File: src/rtl/hng_pkg.sv
// ----------------------------------------------------------------------------
// hng_pkg: shared types and constants for the heightmap normal generator
// Grid limits, field widths, register map and the stage records.
// ----------------------------------------------------------------------------
package hng_pkg;

	localparam int MAX_SIDE   = 1024;
	localparam int COORD_W    = $clog2(MAX_SIDE);
	localparam int SIDE_W     = COORD_W + 1;
	localparam int HEIGHT_W   = 16;
	localparam int SLOPE_W    = HEIGHT_W + 1;
	localparam int APB_ADDR_W = 3;
	localparam int APB_DATA_W = 32;
	localparam int OUT_BITS   = 2 * COORD_W + 2 * SLOPE_W;
	localparam int OUT_DATA_W = ((OUT_BITS + 7) / 8) * 8;

	localparam logic [SIDE_W-1:0] SIDE_RESET = SIDE_W'(256);
	localparam logic [SIDE_W-1:0] SIDE_MIN   = SIDE_W'(2);
	localparam logic [SIDE_W-1:0] SIDE_MAX   = SIDE_W'(MAX_SIDE);

	localparam logic KIND_SAMPLE = 1'b0;
	localparam logic KIND_FLUSH  = 1'b1;

	localparam logic [APB_ADDR_W-1:0] ADDR_GRID_SIDE = APB_ADDR_W'(0);

	typedef logic [COORD_W-1:0]         coord_t;
	typedef logic [SIDE_W-1:0]          side_t;
	typedef logic signed [HEIGHT_W-1:0] height_t;
	typedef logic signed [SLOPE_W-1:0]  slope_t;

	// one accepted item that changes state, held between the two register ranks
	typedef struct packed {
		logic    emit;
		logic    wr;
		logic    first_col;
		logic    last_col;
		logic    down_mid;
		logic    last_frame;
		coord_t  col;
		coord_t  row;
		height_t height;
	} stage_t;

	typedef struct packed {
		logic   rd_en;
		coord_t addr_mid;
		coord_t addr_right;
	} rd_req_t;

	typedef struct packed {
		logic    wr_en;
		coord_t  addr;
		height_t newer;
		height_t older;
	} wr_req_t;

	typedef struct packed {
		height_t mid;
		height_t right;
		height_t older;
	} rd_data_t;

	function automatic slope_t height_diff(input height_t a, input height_t b);
		slope_t ext_a;
		slope_t ext_b;
		ext_a = slope_t'(a);
		ext_b = slope_t'(b);
		return ext_a - ext_b;
	endfunction

endpackage

File: src/rtl/hng_emit.sv
// ----------------------------------------------------------------------------
// hng_emit: slope arithmetic and result register
// Picks clamped neighbors, forms both differences, writes back the lines.
// ----------------------------------------------------------------------------
module hng_emit import hng_pkg::*; (
	input  logic                  clk,
	input  logic                  arst_n,
	input  logic                  valid_s1,
	input  stage_t                stage_s1,
	input  rd_data_t              rd_data,
	input  logic                  m_tready,
	output logic                  adv,
	output wr_req_t               wr_req,
	output logic                  m_tvalid,
	output logic [OUT_DATA_W-1:0] m_tdata,
	output logic                  m_tlast
);

	height_t held_q;
	height_t left;
	height_t right;
	height_t down;
	height_t up;
	slope_t  slope_x;
	slope_t  slope_z;
	logic    load;

	assign adv  = valid_s1 && (!stage_s1.emit || !m_tvalid || m_tready);
	assign load = adv && stage_s1.emit;

	always_comb begin
		left    = stage_s1.first_col ? rd_data.mid : held_q;
		right   = stage_s1.last_col ? rd_data.mid : rd_data.right;
		down    = stage_s1.down_mid ? rd_data.mid : rd_data.older;
		up      = stage_s1.wr ? stage_s1.height : rd_data.mid;
		slope_x = height_diff(left, right);
		slope_z = height_diff(down, up);
	end

	always_comb begin
		wr_req.wr_en = adv && stage_s1.wr;
		wr_req.addr  = stage_s1.col;
		wr_req.newer = stage_s1.height;
		wr_req.older = rd_data.mid;
	end

	// keep the previous row's value of this column as the next left neighbor
	always_ff @(posedge clk or negedge arst_n) begin
		if (!arst_n) begin
			held_q <= '0;
		end else if (adv) begin
			held_q <= rd_data.mid;
		end
	end

	always_ff @(posedge clk or negedge arst_n) begin
		if (!arst_n) begin
			m_tvalid <= 1'b0;
		end else if (load) begin
			m_tvalid <= 1'b1;
		end else if (m_tready) begin
			m_tvalid <= 1'b0;
		end
	end

	always_ff @(posedge clk) begin
		if (load) begin
			m_tdata <= OUT_DATA_W'({slope_z, slope_x, stage_s1.row, stage_s1.col});
			m_tlast <= stage_s1.last_frame;
		end
	end

endmodule

File: config.mk
export PLATFORM = sky130hd
export DESIGN_NAME = hng_emit
export DESIGN_NICKNAME = d
export VERILOG_FILES = /design/src/rtl/hng_pkg.sv /design/src/rtl/hng_emit.sv
export SDC_FILE = /design/constraint.sdc
export NUM_CORES = 1
export LEC_CHECK = 0
export ABC_CLOCK_PERIOD_IN_PS = 7200
export BUFFER_PORTS_ARGS = -buffer_cell sky130_fd_sc_hd__buf_2
export CORE_ASPECT_RATIO = 0.7
export CORE_UTILIZATION = 53
export DETAILED_ROUTE_END_ITERATION = 10
export PLACE_DENSITY = 0.95
export SLEW_MARGIN = 40
export SYNTH_ARGS = -nofsm -noshare
export SYNTH_HDL_FRONTEND = slang
export SYNTH_SLANG_ARGS = --single-unit
File: constraint.sdc
create_clock -name clk -period 7.2 [get_ports clk]
set_clock_uncertainty 0.2 [all_clocks]
set_input_delay 0.72 -clock clk [delete_from_list [all_inputs] [get_ports clk]]
set_output_delay 0.72 -clock clk [all_outputs]
set_load 0.1 [all_outputs]
# --- Word-level counts from Yosys, hierarchy flattened ---
# Index checks and enable logic that the tools add are counted.
# W data, S select, Z words.
op_classes:
  add_sub_neg: 2
  mux: 6
  reduce_logical: 8
ops:
  columns: ["cell", "n"]
  rows:
  - ["$mux W16", 4]
  - ["$sub A16 B16 Y17", 2]
  - ["$logic_and A1 B1 Y1", 3]
  - ["$logic_not A1 Y1", 2]
  - ["$logic_or A1 B1 Y1", 2]
  - ["$mux W1", 2]
  - ["$reduce_bool A2 Y1", 1]
word_totals:
  reg_bits: 72
  output_inout_bits: 102
  wordCells: 20

# --- Longest topological paths before layout ---
logic_depth:
  depth_word: 6
  mapped_depth: 11

# --- Worst setup path after synthesis ---
# No wires, ideal clock.
synth_timing:
  kind: "input to register"
  startpoint: "in stage_s1[39] (netlist bit)"
  endpoint: "reg m_tdata[33] (data pin)"
  arrival_time_ns: 3.231
  setup_slack_ns: 3.503
  stages: 11
  path_buffers: 2
  cell_sequence: "clkbuf_1 buf_1 mux2i_1 inv_1 ha_1 nor2b_1 o31a_1 o31ai_4 o21ai_2 and4b_1 or3_1"
synth_via:
  elab_chain_len: 2
synth_lines:
  columns: ["element", "line_no", "source"]
  rows:
  - ["start: declaration", "hng_emit.sv:9", "input stage_t stage_s1,"]
  - ["$mux W16", "hng_emit.sv:32", "left = stage_s1.first_col ? rd_data.mid : held_q;"]
  - ["$sub A16 B16 Y17", "hng_pkg.sv:68", "return ext_a - ext_b;"]
  - ["via slope_x[13]", "hng_emit.sv:24", "slope_t slope_x;"]
  - ["end signal: assignment", "hng_emit.sv:68", "m_tdata <= OUT_DATA_W'({slope_z, slope_x, stage_s1.row, stage_s1.col});"]
  - ["end: declaration", "hng_emit.sv:15", "output logic [OUT_DATA_W-1:0] m_tdata,"]
# The timed path passes the listed nets, and every way through them passes these cells.
# A chain may end at the register's enable or synchronous reset.

# --- Final worst setup path ---
layout_timing:
  startpoint: "in stage_s1[40] (netlist bit)"
  endpoint: "reg m_tdata[53] (data pin)"
layout_via:
  elab_chain_len: 2
layout_lines:
  columns: ["element", "line_no", "source"]
  rows:
  - ["$mux W16", "hng_emit.sv:35", "up = stage_s1.wr ? stage_s1.height : rd_data.mid;"]
  - ["$sub A16 B16 Y17", "hng_pkg.sv:68", null]
  - ["via slope_z[16]", "hng_emit.sv:25", "slope_t slope_z;"]
# The timed path passes the listed nets, and every way through them passes these cells.

==> flow_metrics.env <==
export IMPL_vdd_drop_max_mv=0.120
export IMPL_fin_hold_ws_ns=0.120
export IMPL_synthFlopType="edfxtp_1"
export IMPL_min_path_type="input pin to async pin"
export IMPL_drv_cap=0
export IMPL_netlist_instances=461
export IMPL_dieArea_sq_um=9700
export IMPL_drtPass1Iterations=5
export IMPL_finalNetCount=736
export IMPL_wl_met1_microns=4970
export IMPL_dp_hpwl_microns=9310
export IMPL_cts_root_buf="clkbuf_16"
export IMPL_crit_type="input pin to flip-flop"
export IMPL_crit_arrival_ns=3.41
export IMPL_wl_per_cell_microns=16.3
export IMPL_critPathRequiredTime_ns=7.07
export IMPL_cts_htree_levels=3
export IMPL_crit_path_start_kind="input pin"
export IMPL_synthToLayoutAreaGrowth_pct=21.6
export IMPL_end_kind="flip-flop"
export IMPL_fin_crit_sh_pct=49.2
export IMPL_die_y_microns=82.7
export IMPL_power_density_nw_per_um2=279
export IMPL_worst_pin_slew_ns=0.587
export IMPL_place_congestion=0.858
export IMPL_wl_microns=12000
export IMPL_layout_min_cycle_time_ns=3.54
export IMPL_synth_seq_cells=72
export IMPL_clock_path_buffers=2
export IMPL_synth_edf_count=55
export IMPL_crit_fanout=17
export IMPL_status="finished, final reports clean"
export IMPL_syn_area_per_cell_sq_um=10.7
export IMPL_rsz0062_at_grt="false"
export IMPL_ys_types=54
export IMPL_initialDrtViolationCount=252
export IMPL_seq_area_frac_synth_pct=42.1
export IMPL_grt_pass1_wl_microns=17300
export IMPL_cts_tree="done"
export IMPL_synth_area_sq_um=4930
export IMPL_async_flop_share_pct=23.6
export IMPL_clk_latency_ns=0.32
export IMPL_start_util_pct=54.6
export IMPL_maxSlewHeadroom_pct=60.8
export IMPL_coreArea_sq_um=9030
export IMPL_setup_viol=0
export IMPL_numPortBuffers=193
export IMPL_track_usage_pct=24.0
export IMPL_antenna_left=0
export IMPL_leakage_nw=2.87
export IMPL_grt_overflow=0
export IMPL_grt_pass1_vias=3555
export IMPL_via_per_inst=5.38
export IMPL_cts_setup_buffers=0
export IMPL_io_pins=196
export IMPL_drc=0
export IMPL_wl_met2_microns=5960
export IMPL_drv_slew=0
export IMPL_highest_layer="met4"
export IMPL_cts_hold_buffers_added=0
export IMPL_path_clk_slew_ns=0.06
export IMPL_cts_sinks=72
export IMPL_hold_violations=0
export IMPL_cts_resized=0
export IMPL_final_layout_size_suffix_gt1_share_pct=40.5
export IMPL_rows=29
export IMPL_timing_fmax_mhz=283
export IMPL_antenna_found_initial=0
export IMPL_yosysWarnings=0
export IMPL_tns_ns=0
export IMPL_cts_buffers=9
export IMPL_via_count=3965
export IMPL_wl_met3_microns=890
export IMPL_grt_max_degree=32
export IMPL_n_antenna_cell=0
export IMPL_fp_dieW_microns=117
flip-flops by register name, summed over array words and instances, names as in the netlist:
name and count:
held_q 16, m_tdata 54, m_tlast 1, m_tvalid 1
final timing paths:
path / start / to / slack, ns / cells after the start
worst max-delay path: stage_s1[40] / m_tdata[53] / 3.66 / 10
worst min-delay path: arst_n / m_tvalid / 0.12 / 1
worst max register to register: held_q[1] / m_tdata[33] / 4.36 / 9
worst min register to register: held_q[7] / held_q[7] / 0.27 / 2
max in group asynchronous: arst_n / held_q[13] / 6.39 / 1
min in group clk: held_q[7] / held_q[7] / 0.27 / 2
worst max-delay path, cell delays in order:
cell	delay, ns
buf_2	0.42
mux2_2	0.40
ha_1	0.22
fa_1	0.42
nor2b_1	0.18
o2111ai_1	0.17
a21o_1	0.26
a211o_1	0.35
a21oi_1	0.16
o22ai_1	0.10
stage by stage:
| stage | setup slack [ns] | instances | area, sq um | utilization, % | power (W) |
|---|---|---|---|---|---|
| 3_5_place_dp | 3.36 | 721 | 5670 | 62.8 | 0.00119 |
| 4_1_cts | 3.72 | 737 | 6000 | 66.4 | 0.00168 |
| 2_1_floorplan | 3.50 | 462 | 4930 | - | 0.00108 |
| 5_1_grt | 3.53 | 737 | 6000 | 66.4 | 0.00174 |
| 6_report | 3.66 | 737 | 6000 | 66.4 | 0.00167 |
| 3_3_place_gp | 3.50 | 721 | 5670 | 62.8 | 0.00117 |
area by class of cell:
class,count,area (sq um)
fillers,718,3040
multi-input cells,314,2400
flip-flops and latches,72,2080
repair buffers,194,973
clock buffers,10,229
well taps,124,155
clock inverters,6,92.6
inverters,17,63.8
cells in the mapped netlist (2+ instances only):
cell	number	area share, %
xor2_1	9	1.6
ha_1	32	8.1
a31oi_1	5	0.63
nand4_1	4	0.51
a221oi_1	2	0.36
o31a_1	2	0.36
buf_2	2	0.20
o211ai_1	5	0.76
inv_1	16	1.2
nand3_1	5	0.51
clkbuf_1	9	0.69
edfxtp_1	55	34
o2111ai_1	2	0.36
and3_1	3	0.38
fa_1	2	0.81
dfrtp_1	17	8.6
o21a_1	7	1.1
xnor2_1	11	2.0
mux2_2	31	7.1
or3_1	2	0.25
nand2_1	61	4.6
nor2b_1	7	0.89
buf_4	44	6.7
nand2b_1	4	0.51
o21ai_0	8	0.81
a21oi_1	20	2.0
mux2i_1	35	7.1
buf_1	4	0.30
a21o_1	13	2.0
nor2_1	20	1.5
report_power, final:
part | internal (W) | leakage (nW) | switching (W) | total [W]
Sequential | 0.000505 | 0.722 | 0.0000119 | 0.000517
Clock | 0.000305 | 0.149 | 0.000177 | 0.000482
Combinational | 0.000177 | 2.00 | 0.000494 | 0.000671
placed cells by master, fill, tap and decap left out, types with 4 or more instances in the layout:
cell type	instances
nand3_1	5
edfxtp_1	55
a31oi_1	5
o211ai_1	5
a21o_1	13
o21a_1	7
nor2b_1	7
nand4_1	4
o21ai_0	8
dfrtp_1	17
nand2_1	61
buf_2	193
inv_1	16
mux2i_1	35
mux2_2	31
clkbuf_16	9
nand2b_1	4
ha_1	32
xnor2_1	11
a21oi_1	20
nor2_1	20
xor2_1	9
metal layers:
layer	vias to the layer above	GRT usage, %
met1	1849	27.9
met5	-	0
met2	182	43.5
li1	1917	-
met4	0	8.10
met3	17	5.91
cell families (layout without fill, tap and decap cells):
kind of cell	Yosys count	count (layout)	share of synthesized area, %
AND/OR/NAND/NOR	114	114	10.4
AO/OA/AOI/OAI	78	78	11.5
buffers and inverters	76	227	9.19
flip-flops	72	72	42.1
multiplexers	66	66	14.2
adder cells (fa/ha/maj)	34	34	8.93
XOR/XNOR	20	20	3.55
other	1	2	0.0761
(Power assumes the default switching activity.)
