[src/rtl/hng_pkg.sv]
// ----------------------------------------------------------------------------
// hng_pkg: shared types and constants for the heightmap normal generator
// Grid limits, field widths, register map and the stage records.
// ----------------------------------------------------------------------------
package hng_pkg;

	localparam int MAX_SIDE   = 1024;
	localparam int COORD_W    = $clog2(MAX_SIDE);
	localparam int SIDE_W     = COORD_W + 1;
	localparam int HEIGHT_W   = 16;
	localparam int SLOPE_W    = HEIGHT_W + 1;
	localparam int APB_ADDR_W = 3;
	localparam int APB_DATA_W = 32;
	localparam int OUT_BITS   = 2 * COORD_W + 2 * SLOPE_W;
	localparam int OUT_DATA_W = ((OUT_BITS + 7) / 8) * 8;

	localparam logic [SIDE_W-1:0] SIDE_RESET = SIDE_W'(256);
	localparam logic [SIDE_W-1:0] SIDE_MIN   = SIDE_W'(2);
	localparam logic [SIDE_W-1:0] SIDE_MAX   = SIDE_W'(MAX_SIDE);

	localparam logic KIND_SAMPLE = 1'b0;
	localparam logic KIND_FLUSH  = 1'b1;

	localparam logic [APB_ADDR_W-1:0] ADDR_GRID_SIDE = APB_ADDR_W'(0);

	typedef logic [COORD_W-1:0]         coord_t;
	typedef logic [SIDE_W-1:0]          side_t;
	typedef logic signed [HEIGHT_W-1:0] height_t;
	typedef logic signed [SLOPE_W-1:0]  slope_t;

	// one accepted item that changes state, held between the two register ranks
	typedef struct packed {
		logic    emit;
		logic    wr;
		logic    first_col;
		logic    last_col;
		logic    down_mid;
		logic    last_frame;
		coord_t  col;
		coord_t  row;
		height_t height;
	} stage_t;

	typedef struct packed {
		logic   rd_en;
		coord_t addr_mid;
		coord_t addr_right;
	} rd_req_t;

	typedef struct packed {
		logic    wr_en;
		coord_t  addr;
		height_t newer;
		height_t older;
	} wr_req_t;

	typedef struct packed {
		height_t mid;
		height_t right;
		height_t older;
	} rd_data_t;

	function automatic slope_t height_diff(input height_t a, input height_t b);
		slope_t ext_a;
		slope_t ext_b;
		ext_a = slope_t'(a);
		ext_b = slope_t'(b);
		return ext_a - ext_b;
	endfunction

endpackage

[src/rtl/hng_seq.sv]
// ----------------------------------------------------------------------------
// hng_seq: raster position tracking and input stage
// Holds grid_side, counts samples and flush ticks, issues line reads.
// ----------------------------------------------------------------------------
module hng_seq import hng_pkg::*; (
	input  logic                  clk,
	input  logic                  arst_n,
	input  logic                  psel,
	input  logic                  penable,
	input  logic                  pwrite,
	input  logic [APB_ADDR_W-1:0] paddr,
	input  logic [APB_DATA_W-1:0] pwdata,
	output logic [APB_DATA_W-1:0] prdata,
	input  logic                  s_tvalid,
	input  logic                  s_tready,
	input  logic [HEIGHT_W-1:0]   s_tdata,
	input  logic                  s_tuser,
	output logic                  valid_s1,
	output stage_t                stage_s1,
	output rd_req_t               rd_req
);

	side_t  grid_side_q;
	coord_t in_col_q;
	side_t  in_row_q;
	coord_t flush_col_q;

	side_t  side_eff;
	coord_t side_m1;
	logic   is_flush;
	coord_t col_sel;
	logic   last_col;
	logic   frame_full;
	logic   take;
	logic   cfg_wr;

	always_comb begin
		if (grid_side_q < SIDE_MIN) begin
			side_eff = SIDE_MIN;
		end else if (grid_side_q > SIDE_MAX) begin
			side_eff = SIDE_MAX;
		end else begin
			side_eff = grid_side_q;
		end
	end

	assign side_m1    = COORD_W'(side_eff - SIDE_W'(1));
	assign is_flush   = (s_tuser == KIND_FLUSH);
	assign col_sel    = is_flush ? flush_col_q : in_col_q;
	assign last_col   = (col_sel == side_m1);
	assign frame_full = (in_row_q >= side_eff);
	// drop samples past the frame end and flush ticks before it
	assign take       = s_tvalid && s_tready && (is_flush ? frame_full : !frame_full);
	assign cfg_wr     = psel && penable && pwrite && (paddr == ADDR_GRID_SIDE);
	assign prdata     = APB_DATA_W'(grid_side_q);

	always_ff @(posedge clk or negedge arst_n) begin
		if (!arst_n) begin
			grid_side_q <= SIDE_RESET;
			in_col_q    <= '0;
			in_row_q    <= '0;
			flush_col_q <= '0;
		end else if (cfg_wr) begin
			grid_side_q <= pwdata[SIDE_W-1:0];
			in_col_q    <= '0;
			in_row_q    <= '0;
			flush_col_q <= '0;
		end else if (take) begin
			if (is_flush) begin
				if (last_col) begin
					flush_col_q <= '0;
					in_col_q    <= '0;
					in_row_q    <= '0;
				end else begin
					flush_col_q <= flush_col_q + COORD_W'(1);
				end
			end else if (last_col) begin
				in_col_q <= '0;
				in_row_q <= in_row_q + SIDE_W'(1);
			end else begin
				in_col_q <= in_col_q + COORD_W'(1);
			end
		end
	end

	always_ff @(posedge clk or negedge arst_n) begin
		if (!arst_n) begin
			valid_s1 <= 1'b0;
		end else if (s_tready) begin
			valid_s1 <= take;
		end
	end

	always_ff @(posedge clk) begin
		if (take) begin
			stage_s1.emit       <= is_flush || (in_row_q != '0);
			stage_s1.wr         <= !is_flush;
			stage_s1.first_col  <= (col_sel == '0);
			stage_s1.last_col   <= last_col;
			stage_s1.down_mid   <= !is_flush && (in_row_q == SIDE_W'(1));
			stage_s1.last_frame <= is_flush && last_col;
			stage_s1.col        <= col_sel;
			stage_s1.row        <= is_flush ? side_m1 : COORD_W'(in_row_q - SIDE_W'(1));
			stage_s1.height     <= height_t'(s_tdata);
		end
	end

	always_comb begin
		rd_req.rd_en      = take;
		rd_req.addr_mid   = col_sel;
		rd_req.addr_right = last_col ? col_sel : col_sel + COORD_W'(1);
	end

endmodule

[config.mk]
export PLATFORM = sky130hd
export DESIGN_NAME = hng_seq
export DESIGN_NICKNAME = d
export VERILOG_FILES = /design/src/rtl/hng_pkg.sv /design/src/rtl/hng_seq.sv
export SDC_FILE = /design/constraint.sdc
export NUM_CORES = 1
export LEC_CHECK = 0
export ABC_CLOCK_PERIOD_IN_PS = 7100
export BUFFER_PORTS_ARGS = -buffer_cell sky130_fd_sc_hd__buf_2
export CORE_ASPECT_RATIO = 1.4
export CORE_UTILIZATION = 58
export CTS_BUF_LIST = sky130_fd_sc_hd__clkbuf_2
export DETAILED_ROUTE_END_ITERATION = 10
export GPL_ROUTABILITY_DRIVEN = 1
export GPL_TIMING_DRIVEN = 0
export PLACE_DENSITY_LB_ADDON = 0.25
export SYNTH_ARGS = -nofsm -noshare
export SYNTH_HDL_FRONTEND = slang
export SYNTH_SLANG_ARGS = --single-unit
export TNS_END_PERCENT = 1
[constraint.sdc]
create_clock -name clk -period 7.1 [get_ports clk]
set_clock_uncertainty 0.15 [all_clocks]
set_input_delay 0.355 -clock clk [delete_from_list [all_inputs] [get_ports clk]]
set_output_delay 0.355 -clock clk [all_outputs]
set_load 0.02 [all_outputs]
## Yosys cells after proc, flatten, opt, wreduce, memory -nomap -nowiden

Index checks and enable logic that the tools add are counted.

- Logic and storage cells: 65
- Flip-flop bits (word level): 85
- Output and inout port bits: 96

- Eq/ne operators: 3
- Reduce and logical (&&, ||, !) cells: 19
- Multiplexer cells: 20
- Add/subtract/negate cells: 6
- $lt $le $gt $ge: 3

Operators by type and width:

| operator | number |
|---|---|
| 10-bit 2-to-1 mux | 12 |
| 11-bit 2-to-1 mux | 7 |
| 10-bit by 1-bit adder with 10-bit output (second input constant) | 3 |
| 10-bit by 1-bit subtractor with 10-bit output (second input constant) | 2 |
| 11-bit by 1-bit adder with 11-bit output (second input constant) | 1 |
| 11-bit by 1-bit == test with 1-bit output (second input constant) | 1 |
| 11-bit greater-or-equal comparator | 1 |
| 11-bit > comparator (second input constant) | 1 |
| 11-bit by 2-bit < comparator with 1-bit output (second input constant) | 1 |
| 11-bit nonzero test | 1 |
| 10-bit == test | 1 |
| 10-bit zero test | 1 |
| 1-bit logical AND | 7 |
| 2-bit AND reduction | 3 |
| 2-bit nonzero test | 3 |
| 3-bit zero test | 1 |
| 3-bit by 1-bit inequality test with 1-bit output (second input constant) | 1 |
| 1-bit zero test | 2 |
| 1-bit logical OR | 1 |
| 1-bit 2-to-1 mux | 1 |

## Depth between registers and ports, before layout

Gate-level depths: netlist of run 1.

- Depth after elaboration: 9
- Depth in mapped cells: 16
- Depth with buffers taken out: 14

## Worst setup path after synthesis of run 1

Ideal clock, no wire load.

- Kind: reg-to-output
- Start point: reg grid_side_q[5]
- End point: out rd_req[1] (netlist bit)
- Required time: 6.595 ns
- Slack: 2.704 ns
- Stages on the path, launching flop included: 15
- Arrival: 3.891 ns
- Cells stage by stage: dfrtp_1 -> buf_6 -> or4_4 -> nor2_1 -> a21o_1 -> ha_1 -> mux2_2 -> a211oi_1 -> xnor2_1 -> o2111ai_1 -> or3_1 -> clkbuf_2 -> buf_2 -> buf_1 -> o21ai_0

RTL lines:

| element | line | source |
|---|---|---|
| start: declaration | hng_seq.sv:23 | `side_t grid_side_q;` |
| start signal: assignment | hng_seq.sv:64 | `grid_side_q <= pwdata[SIDE_W-1:0];` |
| end: declaration | hng_seq.sv:20 | `output rd_req_t rd_req` |

==> impl_metrics.yaml, run 1 <==
power_and_ir_drop:
  clockPowerShare_pct: 19.8
  combPwrFrac_pct: 40.3
  seqPwrFrac_pct: 39.8
  p_per_area_nw_per_um2: 250
  power_leakage_nw: 3.08
  vdd_drop_max_v: 0.000167
  p_sw_share_pct: 39.2
  internal-power_mw: 0.985
  p_sw_mw: 0.636
run_status:
  outcome: "complete, no violations"
floorplan:
  start_util_pct: 60.4
  die_h_um: 115
  die-area_sq_um: 9460
  num_io_pins: 155
  fp.dieW_um: 82.5
  core_sq_um: 8710
  num_rows: 40
finish:
  drive_above_1_share_pct: 24.9
  areaGrowthSynthToFinish_pct: 23.1
  layout.nets: 792
clock_network:
  post-cts-setup-buffers: 0
  numClockSinks: 85
  clk-insertion-delay-late_ns: 0.57
  cts_root_buf: "clkbuf_2"
  path_clk_slew_ns: 0.24
  cts_tree: "yes"
  cts-buffers-inserted: 9
  cts_buffer_depth: 2
  cts.htree.levels: 3
critical_path:
  critPathLaunchType: "register"
  reg2reg_slack_ns: 2.43
  critPathKind: "reg -> out"
  crit_required_ns: 6.59
  arrival_ns: 5.16
  end_kind: "output port"
  crit_fanout: 10
placement:
  io_buffer_count: 111
  post-dp-hpwl_mm: 11.5
  gp_congestion: 0.942
  dpl_worst_slack_ns: 2.20
sta:
  max_freq_mhz: 177
  setup_violations: 0
  rsz0062_at_grt: "false"
  fin_ws_ns: 1.43
  period_share_pct: 79.8
  worst_slew_pin_slew_ns: 1.36
  slew_headroom_pct: 8.46
  layout_min_cycle_time_ns: 5.67
  hold_viol: 0
  drv_slew: 0
  finalSetupTns_ns: 0
grt:
  overflow: 0
  grt_max_degree: 51
  grt_use_total_pct: 33.6
  antenna_found_initial: 0
  grt_pass1_wl_mm: 23.3
  grt_pass1_vias: 4784
synthesis:
  synth-seq-area-share_pct: 44.4
  syn-cell-area_sq_um: 5260
  postSynth.asyncResetShare_pct: 50.6
  ys_warn_count: 0
  ys_types: 64
  synth_flop_cell: "edfxtp_1"
  synth-seq-cells: 85
  syn_avg_cell_area_sq_um: 9.71
  synth-edff-count: 42
  syn_inst: 542
drt:
  finalWirelength_mm: 15.5
  vias: 5016
  wl_per_cell_um: 18.9
  first_iter_violations: 355
  via_per_inst: 6.09
  drc: 0
  drt_first_pass_iters: 5
  ant_nets: 0
run:
  timing.max_cap.violations: 0
hold_path:
  hold_class: "in -> reg"
==> cells in the final DEF, fill, tap and decap left out, types with 6 or more instances in the layout <==
master / count
buf_2: 119
nand2_1: 59
dfrtp_1: 42
edfxtp_1: 42
nor2_1: 32
dlygate4sd3_1: 29
nand3_1: 28
a21oi_1: 26
inv_1: 25
buf_4: 23
conb_1: 21
ha_1: 20
xnor2_1: 19
clkbuf_1: 17
mux2i_1: 16
nor3_1: 13
clkbuf_2: 13
o21ai_0: 12
nand4_1: 11
and3_1: 11
a31oi_1: 11
o31ai_1: 10
nor4_1: 9
a21o_1: 9
nor2b_1: 8
a311oi_1: 7
xor2_1: 6
or4_1: 6
a22o_1: 6
==> power by group through the flow <==
stage / clock network, mW / registers, mW / logic [mW]
3_5_place_dp: 0 / 0.655 / 0.630
2_1_floorplan: 0 / 0.685 / 0.407
5_1_grt: 0.342 / 0.653 / 0.708
3_3_place_gp: 0 / 0.653 / 0.620
4_1_cts: 0.326 / 0.644 / 0.646
6_report: 0.321 / 0.646 / 0.654
==> worst max-delay path, cell delays in order (launching register included) <==
cell,delay (ns)
dfrtp_1,0.44
clkbuf_1,0.25
nor4_1,0.58
a21o_1,0.26
ha_1,0.27
mux2_2,0.36
a211oi_1,0.54
xnor2_1,0.22
o2111ai_1,0.18
or3_1,0.37
clkbuf_2,0.17
buf_2,0.22
buf_1,0.27
o21ai_0,0.26
buf_2,0.20
==> flip-flops by register name, indices dropped and copies added, names as in the netlist <==
| signal | flops |
|---|---|
| flush_col_q | 10 |
| grid_side_q | 11 |
| in_row_q | 11 |
| in_col_q | 10 |
| valid_s1 | 1 |
| stage_s1 | 42 |
==> what timing repair did <==
item / CTS / global route
setup endpoints to repair: 0 / 0
hold endpoints to repair: 70 / 0
hold buffers: 29 / 0
resized for setup: 0 / 0
==> synth_stat cells (all sizes together), types with 2 or more instances <==
| master | count | area share (%) |
|---|---|---|
| nand2 | 59 | 4.2 |
| dfrtp | 42 | 20 |
| edfxtp | 42 | 24 |
| buf | 35 | 4.5 |
| nor2 | 32 | 2.3 |
| nand3 | 28 | 2.7 |
| a21oi | 27 | 2.6 |
| inv | 25 | 1.8 |
| ha | 20 | 4.8 |
| xnor2 | 19 | 3.2 |
| clkbuf | 18 | 1.3 |
| mux2i | 16 | 3.0 |
| nor3 | 13 | 1.2 |
| nor4 | 13 | 2.4 |
| o21ai | 12 | 1.1 |
| a31oi | 11 | 1.3 |
| and3 | 11 | 1.3 |
| nand4 | 11 | 1.3 |
| o31ai | 10 | 1.4 |
| a21o | 9 | 1.3 |
| nor2b | 8 | 0.95 |
| or4 | 8 | 1.3 |
| a311oi | 7 | 1.2 |
| a211oi | 6 | 1.0 |
| a22o | 6 | 1.0 |
| xor2 | 6 | 1.0 |
| nand2b | 5 | 0.59 |
| nand3b | 5 | 0.71 |
| or3 | 5 | 0.59 |
| a31o | 3 | 0.50 |
| a2111oi | 2 | 0.69 |
| a211o | 2 | 0.33 |
| a2bb2oi | 2 | 0.33 |
| and2 | 2 | 0.24 |
| mux2 | 2 | 0.43 |
| nor4b | 2 | 0.33 |
| o2111ai | 2 | 0.33 |
==> path summary, 6_finish.rpt <==
path,depth (start not counted),from,end
max,14,grid_side_q[4]$_DFFE_PN0P_,rd_req[1]
min reg2reg,1,in_col_q[7]$_DFFE_PN0P_,in_col_q[7]$_DFFE_PN0P_
min,4,penable,flush_col_q[8]$_DFFE_PN0P_
max reg2reg,14,grid_side_q[4]$_DFFE_PN0P_,in_col_q[9]$_DFFE_PN0P_
min in group asynchronous,2,arst_n,grid_side_q[1]$_DFFE_PN0P_
max in group asynchronous,2,arst_n,grid_side_q[9]$_DFFE_PN0P_
==> metal layers <==
metal / GRT usage [%] / vias to the layer above / routed length, um
li1: - / 2289 / -
met4: 20.0 / 0 / 743
met5: 0 / - / 0
met2: 58.5 / 266 / 8140
met3: 6.06 / 64 / 956
met1: 37.1 / 2397 / 5710
==> area by class of cell <==
| class | count | area [sq um] |
|---|---|---|
| Timing Repair Buffer | 140 | 846 |
| Clock buffer | 12 | 60.1 |
| Tap cell | 105 | 131 |
| Sequential cell | 85 | 2340 |
| Clock inverter | 4 | 97.6 |
| Multi-Input combinational cell | 398 | 2600 |
| Antenna cell | 1 | 2.50 |
| Buffer | 53 | 304 |
| Fill cell | 680 | 2230 |
| Inverter | 26 | 98.8 |
==> through the flow <==
stage | hold slack, ns | area, sq um | util [%] | std cells | power, mW
5_1_grt | 0.206 | 6470 | 74.3 | 823 | 1.70
2_1_floorplan | -0.0906 | 5340 | - | 562 | 1.09
6_report | 0.200 | 6470 | 74.4 | 824 | 1.62
3_3_place_gp | 0.322 | 6020 | 69.2 | 778 | 1.27
3_5_place_dp | 0.345 | 6020 | 69.2 | 778 | 1.28
4_1_cts | 0.152 | 6470 | 74.3 | 823 | 1.62
==> logic make-up (layout without fill, tap and decap cells) <==
logic type,after synthesis,count (layout),share of synthesized area [%]
buffers and inverters,79,235,7.63
multiplexers,18,18,3.47
flip-flops,85,85,44.4
adder cells (fa/ha/maj),20,20,4.76
AO/OA/AOI/OAI,107,107,14.5
AND/OR/NAND/NOR,207,207,21.0
other,1,22,0.0713
XOR/XNOR,25,25,4.16
Power figures use the tool's default switching activity.
==> run 2: changes to the inputs <==
--- a/config.mk
+++ b/config.mk
@@ -5,10 +5,11 @@
 export SDC_FILE = /design/constraint.sdc
 export NUM_CORES = 1
 export LEC_CHECK = 0
-export ABC_CLOCK_PERIOD_IN_PS = 7100
+export ABC_AREA = 1
+export ABC_CLOCK_PERIOD_IN_PS = 4900
 export BUFFER_PORTS_ARGS = -buffer_cell sky130_fd_sc_hd__buf_2
 export CORE_ASPECT_RATIO = 1.4
-export CORE_UTILIZATION = 58
+export CORE_UTILIZATION = 49
 export CTS_BUF_LIST = sky130_fd_sc_hd__clkbuf_2
 export DETAILED_ROUTE_END_ITERATION = 10
 export GPL_ROUTABILITY_DRIVEN = 1
==> constraint.sdc (replaced) <==
create_clock -name clk -period 4.9 [get_ports clk]
set_clock_uncertainty 0.15 [all_clocks]
set_input_delay 0.245 -clock clk [delete_from_list [all_inputs] [get_ports clk]]
set_output_delay 0.245 -clock clk [all_outputs]
set_load 0.02 [all_outputs]
==> run 2 against run 1 <==
Cell count rose by 15%. Register-to-register slack got worse by 1.6 ns. Power rose by 37%. Via count fell by 1.5%. Synthesized cell count rose by 17%. Wire length fell by 10%. Design area fell by 0.89%. Non-clock buffer count fell by 14. Critical path depth rose by 5. Largest power group is now registers.
==> impl_metrics.yaml, run 2 <==
placement:
  dpl_worst_slack_ns: 0.931
  gp_congestion: 0.910
  io_buffer_count: 111
  post-dp-hpwl_mm: 10.2
drt:
  drc: 0
  drt_first_pass_iters: 5
  vias: 4941
  via_per_inst: 5.21
  wl_per_cell_um: 14.7
  first_iter_violations: 379
  ant_nets: 0
  finalWirelength_mm: 13.9
sta:
  fin_ws_ns: 0.520
  slew_headroom_pct: 35.6
  rsz0062_at_grt: "false"
  worst_slew_pin_slew_ns: 0.966
  period_share_pct: 89.4
  setup_violations: 0
  max_freq_mhz: 228
  layout_min_cycle_time_ns: 4.38
  drv_slew: 0
  hold_viol: 0
  finalSetupTns_ns: 0
  fin_hold_ws_ns: 0.0468
critical_path:
  crit_fanout: 43
  arrival_ns: 3.98
  critPathMaxStageDelay_ns: 0.51
  critPathKind: "reg -> out"
  critPathLaunchType: "register"
  crit_chain: "nor2_1 > nand2_1 > nor2_2 > nand2_2 > nand2_4 > buf_6 > inv_1 > nor2_2 > inv_1 > ha_1 > a21oi_1 > o21ai_0 > a21oi_1 > nand3_1 > nand2_1 > nand3_1 > inv_4 > buf_4 > buf_2"
  r2r_start: "grid_side_q[5]$_DFFE_PN0P_"
  critPathTopFamily: "simple AND/OR/NAND/NOR gates"
  crit_required_ns: 4.51
  cp_slowest_cell: "dfrtp_1"
  reg2reg_slack_ns: 0.79
  end_kind: "output port"
  cp.buffers_inverters: 6
  startpoint: "grid_side_q[5]$_DFFE_PN0P_"
floorplan:
  fp.dieW_um: 89.0
  core_sq_um: 10300
  die_h_um: 124
  num_rows: 44
  die-area_sq_um: 11000
  start_util_pct: 50.2
  num_io_pins: 155
synthesis:
  syn_avg_cell_area_sq_um: 8.21
  postSynth.asyncResetShare_pct: 50.6
  synth_flop_cell: "edfxtp_1"
  ys_warn_count: 0
  syn-cell-area_sq_um: 5200
  ys_types: 42
  synth-seq-area-share_pct: 45.0
  synthTopCellsByCount: "nand2_1, inv_1, nor2_1"
  synth-edff-count: 42
  yosysMostFrequentCell: "nand2_1"
  syn_inst: 633
  synth-seq-cells: 85
  synth_top_area_share_pct: 24.3
  synth.top_cells.by_area: "edfxtp_1, dfrtp_1, nand2_1, inv_1, ha_1"
  synth_top_area_cell: "edfxtp_1"
clock_network:
  cts-buffers-inserted: 9
  cts_tree: "yes"
  post-cts-setup-buffers: 0
  clk-insertion-delay-late_ns: 0.57
  cts.htree.levels: 3
  cts_root_buf: "clkbuf_2"
  cts_buffer_depth: 2
  numClockSinks: 85
  path_clk_slew_ns: 0.22
finish:
  top_register: "stage_s1"
  final_util_pct: 62.0
  largest_register_ffs: 42
  layout.nets: 884
  areaGrowthSynthToFinish_pct: 23.5
  top_regs: "stage_s1 (42), grid_side_q (11), in_row_q (11)"
  layout_common_cells: "nand2_1, buf_2, inv_1"
  drive_above_1_share_pct: 22.8
  mostFrequentLayoutCell: "nand2_1"
  num-fill-cells: 959
grt:
  grt_max_degree: 44
  grt_use_total_pct: 26.5
  antenna_found_initial: 1
  grt_pass1_wl_mm: 22.0
  overflow: 0
  grt_pass1_vias: 4654
hold_path:
  min_from: "paddr[0]"
  hold_class: "in -> reg"
power_and_ir_drop:
  vdd_drop_max_v: 0.000148
  power.total_mw: 2.22
  power_leakage_nw: 3.20
  p_per_area_nw_per_um2: 347
run_status:
  outcome: "complete, no violations"
run:
  timing.max_cap.violations: 0
-- run 2: cell count changes after synthesis, moves of 9 or more --
cell,before,now
o31ai_1,10,0
nand2_1,59,158
xor2_1,6,22
a21oi_1,26,13
mux2i_1,16,1
nor2_1,32,61
and3_1,11,0
inv_1,25,68
o21ai_1,0,9
xnor2_1,19,3
clkbuf_1,17,5
o21ai_0,12,29
nand3_1,28,47
-- run 2: where the power goes --
group	switching, mW	internal, mW
logic	0.609	0.308
registers	0.0814	0.863
clock network	0.247	0.114
-- run 2: worst register-to-register path: stages, from the launching register on --
cell     delay [ns]
dfrtp_1        0.51
nor2_1         0.13
nand2_1        0.07
nor2_2         0.18
nand2_2        0.09
nand2_4        0.09
buf_6          0.14
inv_1          0.05
nor2_2         0.13
inv_1          0.10
ha_1           0.33
a21oi_1        0.16
o21ai_0        0.09
a21oi_1        0.19
nand3_1        0.12
nand2_1        0.07
nand3_1        0.17
nand2_1        0.18
buf_2          0.26
o21ai_0        0.24
inv_1          0.24
nand3_1        0.12
xor2_1         0.16
nor2_1         0.11
-- run 2: cells by family after synthesis --
kind of cell,share of synthesized area (%)
AOI/OAI and AO/OA,8.50
xor gates and xnor gates,4.21
adders and majority gates,4.81
muxes,0.193
buffers and inverters,10.2
other,0.0722
DFF,45.0
and+or+nand+nor,27.0
-- run 2: worst paths after layout --
check / depth (start not counted) / to
worst min-delay path: 6 / grid_side_q[8]$_DFFE_PN1P_
max in group asynchronous: 2 / in_row_q[5]$_DFFE_PN0P_
min in group asynchronous: 2 / in_col_q[3]$_DFFE_PN0P_
worst max-delay path: 19 / rd_req[20]
worst max register to register: 23 / flush_col_q[8]$_DFFE_PN0P_
worst min register to register: 2 / in_col_q[9]$_DFFE_PN0P_
-- run 2: per-layer routing --
layer | GRT usage (%) | vias up | share of wire [%]
met1 | 32.5 | 2266 | 41
met4 | 13.7 | 0 | 3.7
met2 | 43.9 | 243 | 47
met5 | 0 | - | 0
met3 | 5.24 | 41 | 7.8
li1 | - | 2391 | -
-- run 2: metrics by stage --
stage	std cells	instance area [sq um]
2_1_floorplan	653	5270
3_3_place_gp	902	6000
3_5_place_dp	902	6000
4_1_cts	948	6410
5_1_grt	949	6420
6_report	949	6420
-- run 2: layout make-up --
class | count | area [sq um] | share of cell area (%)
repair buffers | 141 | 856 | 13.3
diodes | 1 | 2.50 | 0.0390
inverters | 70 | 265 | 4.13
plain buffers | 38 | 267 | 4.15
flip-flops and latches | 85 | 2340 | 36.4
well taps | 138 | 173 | 2.69
multi-input cells | 460 | 2400 | 37.5
clock inverters | 7 | 66.3 | 1.03
clock buffers | 9 | 45.0 | 0.702
-- run 2: repair_timing --
item / in CTS / in global routing
hold endpoints to repair: 70 / 0
resized for setup: 0 / 2
hold buffers: 30 / 0
setup endpoints to repair: 0 / 1
==> run 3: changes to the inputs <==
--- a/config.mk
+++ b/config.mk
@@ -9,6 +9,7 @@
 export ABC_CLOCK_PERIOD_IN_PS = 4900
 export BUFFER_PORTS_ARGS = -buffer_cell sky130_fd_sc_hd__buf_2
 export CORE_ASPECT_RATIO = 1.4
+export CORE_MARGIN = 2
 export CORE_UTILIZATION = 49
 export CTS_BUF_LIST = sky130_fd_sc_hd__clkbuf_2
 export DETAILED_ROUTE_END_ITERATION = 10
==> run 3 against run 2 <==
Worst hold slack improved by 0.011 ns. Worst setup slack improved by 0.056 ns. Sequential power fell by 0.4%. Global-route usage fell by 2.2 points. Utilization did not move. Die area rose by 3.9%. First-iteration DRC count rose by 15%. Design area did not move. Critical path depth did not move. Critical endpoint unchanged. Highest routed layer unchanged.
==> impl_metrics.yaml, run 3 (same netlist as run 2, synthesis figures left out) <==
run_status:
  outcome: "complete, no violations"
sta:
  finalSetupTns_ns: 0
  setup_violations: 0
  worst_slew_pin_slew_ns: 1.01
  period_share_pct: 88.2
  hold_viol: 0
  fin_ws_ns: 0.576
  rsz0062_at_grt: "false"
  max_freq_mhz: 231
  drv_slew: 0
  layout_min_cycle_time_ns: 4.32
  slew_headroom_pct: 32.5
finish:
  drive_above_1_share_pct: 23.0
  mostFrequentLayoutCell: "nand2_1"
  layout.nets: 884
  top_regs: "stage_s1 (42), grid_side_q (11), in_row_q (11)"
  final_area_sq_um: 6420
  multi_input_area_sq_um: 2400
  areaGrowthSynthToFinish_pct: 23.5
  largest_register_ffs: 42
  num-fill-cells: 911
  layout_common_cells: "nand2_1, buf_2, inv_1"
  final-seq-area_sq_um: 2340
  top_register: "stage_s1"
critical_path:
  reg2regPathDepth: 23
  endpoint: "rd_req[20]"
  critPathKind: "reg -> out"
  worst_r2r_endpoint: "flush_col_q[8]$_DFFE_PN0P_"
  r2r_start: "grid_side_q[5]$_DFFE_PN0P_"
  arrival_ns: 3.93
  reg2reg_slack_ns: 0.86
  startpoint: "grid_side_q[5]$_DFFE_PN0P_"
  critPathLaunchType: "register"
  end_kind: "output port"
  crit_required_ns: 4.51
  crit_fanout: 43
floorplan:
  core_sq_um: 10300
  start_util_pct: 50.2
  die-area_sq_um: 11500
  num_io_pins: 155
  num_rows: 44
  fp.dieW_um: 91.0
  die_h_um: 126
grt:
  grt_pass1_wl_mm: 22.4
  grt_pass1_vias: 4666
  antenna_found_initial: 1
  grt_max_degree: 44
  overflow: 0
  grt_use_total_pct: 24.3
placement:
  post-dp-hpwl_mm: 10.0
  io_buffer_count: 111
  dpl_worst_slack_ns: 0.948
  gp_congestion: 0.976
  post_dp_cell_area_sq_um: 6000
drt:
  vias: 4872
  drt_first_pass_iters: 5
  finalWirelength_mm: 13.6
  ant_nets: 0
  wl_per_cell_um: 14.3
  via_per_inst: 5.13
  drc: 0
  first_iter_violations: 437
power_and_ir_drop:
  p_per_area_nw_per_um2: 346
  power_leakage_nw: 3.19
  vdd_drop_max_v: 0.000169
clock_network:
  cts_buffer_depth: 2
  numClockSinks: 85
  clk-insertion-delay-late_ns: 0.58
  post-cts-setup-buffers: 0
  cts_root_buf: "clkbuf_2"
  cts_tree: "yes"
  cts.htree.levels: 3
  path_clk_slew_ns: 0.22
  cts-buffers-inserted: 9
hold_path:
  hold_depth: 6
  hold_class: "in -> reg"
run:
  timing.max_cap.violations: 0
-- run 3: worst min-delay path by stage --
stage	from	endpoint
2_1_floorplan	arst_n	flush_col_q[0]$_DFFE_PN0P_
6_report	paddr[0]	grid_side_q[8]$_DFFE_PN1P_
3_5_place_dp	s_tdata[1]	stage_s1[1]$_DFFE_PP_
5_1_grt	paddr[0]	grid_side_q[8]$_DFFE_PN1P_
4_1_cts	paddr[0]	grid_side_q[8]$_DFFE_PN1P_
3_3_place_gp	s_tdata[6]	stage_s1[6]$_DFFE_PP_
-- run 3: area by class of cell --
| type | count | share of cell area, % |
|---|---|---|
| tap | 138 | 2.69 |
| multi-input combinational | 460 | 37.5 |
| buffer | 38 | 4.15 |
| inverter | 70 | 4.13 |
| clock inverter | 7 | 1.03 |
| timing repair buffer | 141 | 13.3 |
| clock buffer | 9 | 0.702 |
| sequential | 85 | 36.4 |
| antenna | 1 | 0.0390 |
-- run 3: timing repair --
item | in CTS | in global routing
endpoints found under the hold margin | 70 | 0
resized for setup | 0 | 2
hold buffers | 30 | 0
endpoints found under the setup margin | 0 | 1
-- run 3: critical path: stages (launching register included) --
cell and delay [ns]:
dfrtp_1 0.50, nor2_1 0.12, nand2_1 0.07, nor2_2 0.18
nand2_2 0.09, nand2_4 0.09, buf_6 0.14, inv_1 0.05
nor2_2 0.14, inv_1 0.10, ha_1 0.32, a21oi_1 0.14
o21ai_0 0.09, a21oi_1 0.16, nand3_1 0.11, nand2_1 0.07
nand3_1 0.16, inv_4 0.45, buf_4 0.19, buf_2 0.15
-- run 3: where the power goes --
part	leakage (nW)	switching [mW]	internal, mW
Sequential	0.946	0.0773	0.863
Clock	0.0630	0.245	0.114
Combinational	2.18	0.612	0.308
-- run 3: layer usage --
| metal | up-vias | routed length (um) | GRT usage [%] |
|---|---|---|---|
| li1 | 2387 | - | - |
| met1 | 2220 | 5820 | 30.8 |
| met2 | 228 | 6270 | 39.8 |
| met3 | 37 | 987 | 3.89 |
| met4 | 0 | 491 | 13.1 |
| met5 | - | 0 | 0 |
-- run 3: per-stage QoR --
step                power [mW]  hold slack, ns  std cells  utilization (%)
finish                    2.22          0.0576        949             62.0
global route              2.37          0.0743        949             62.0
CTS                       2.22          0.0349        948             62.0
detailed placement        1.84           0.274        902             58.0
global placement          1.82           0.274        902             58.0
floorplan                 1.58          -0.201        653                -
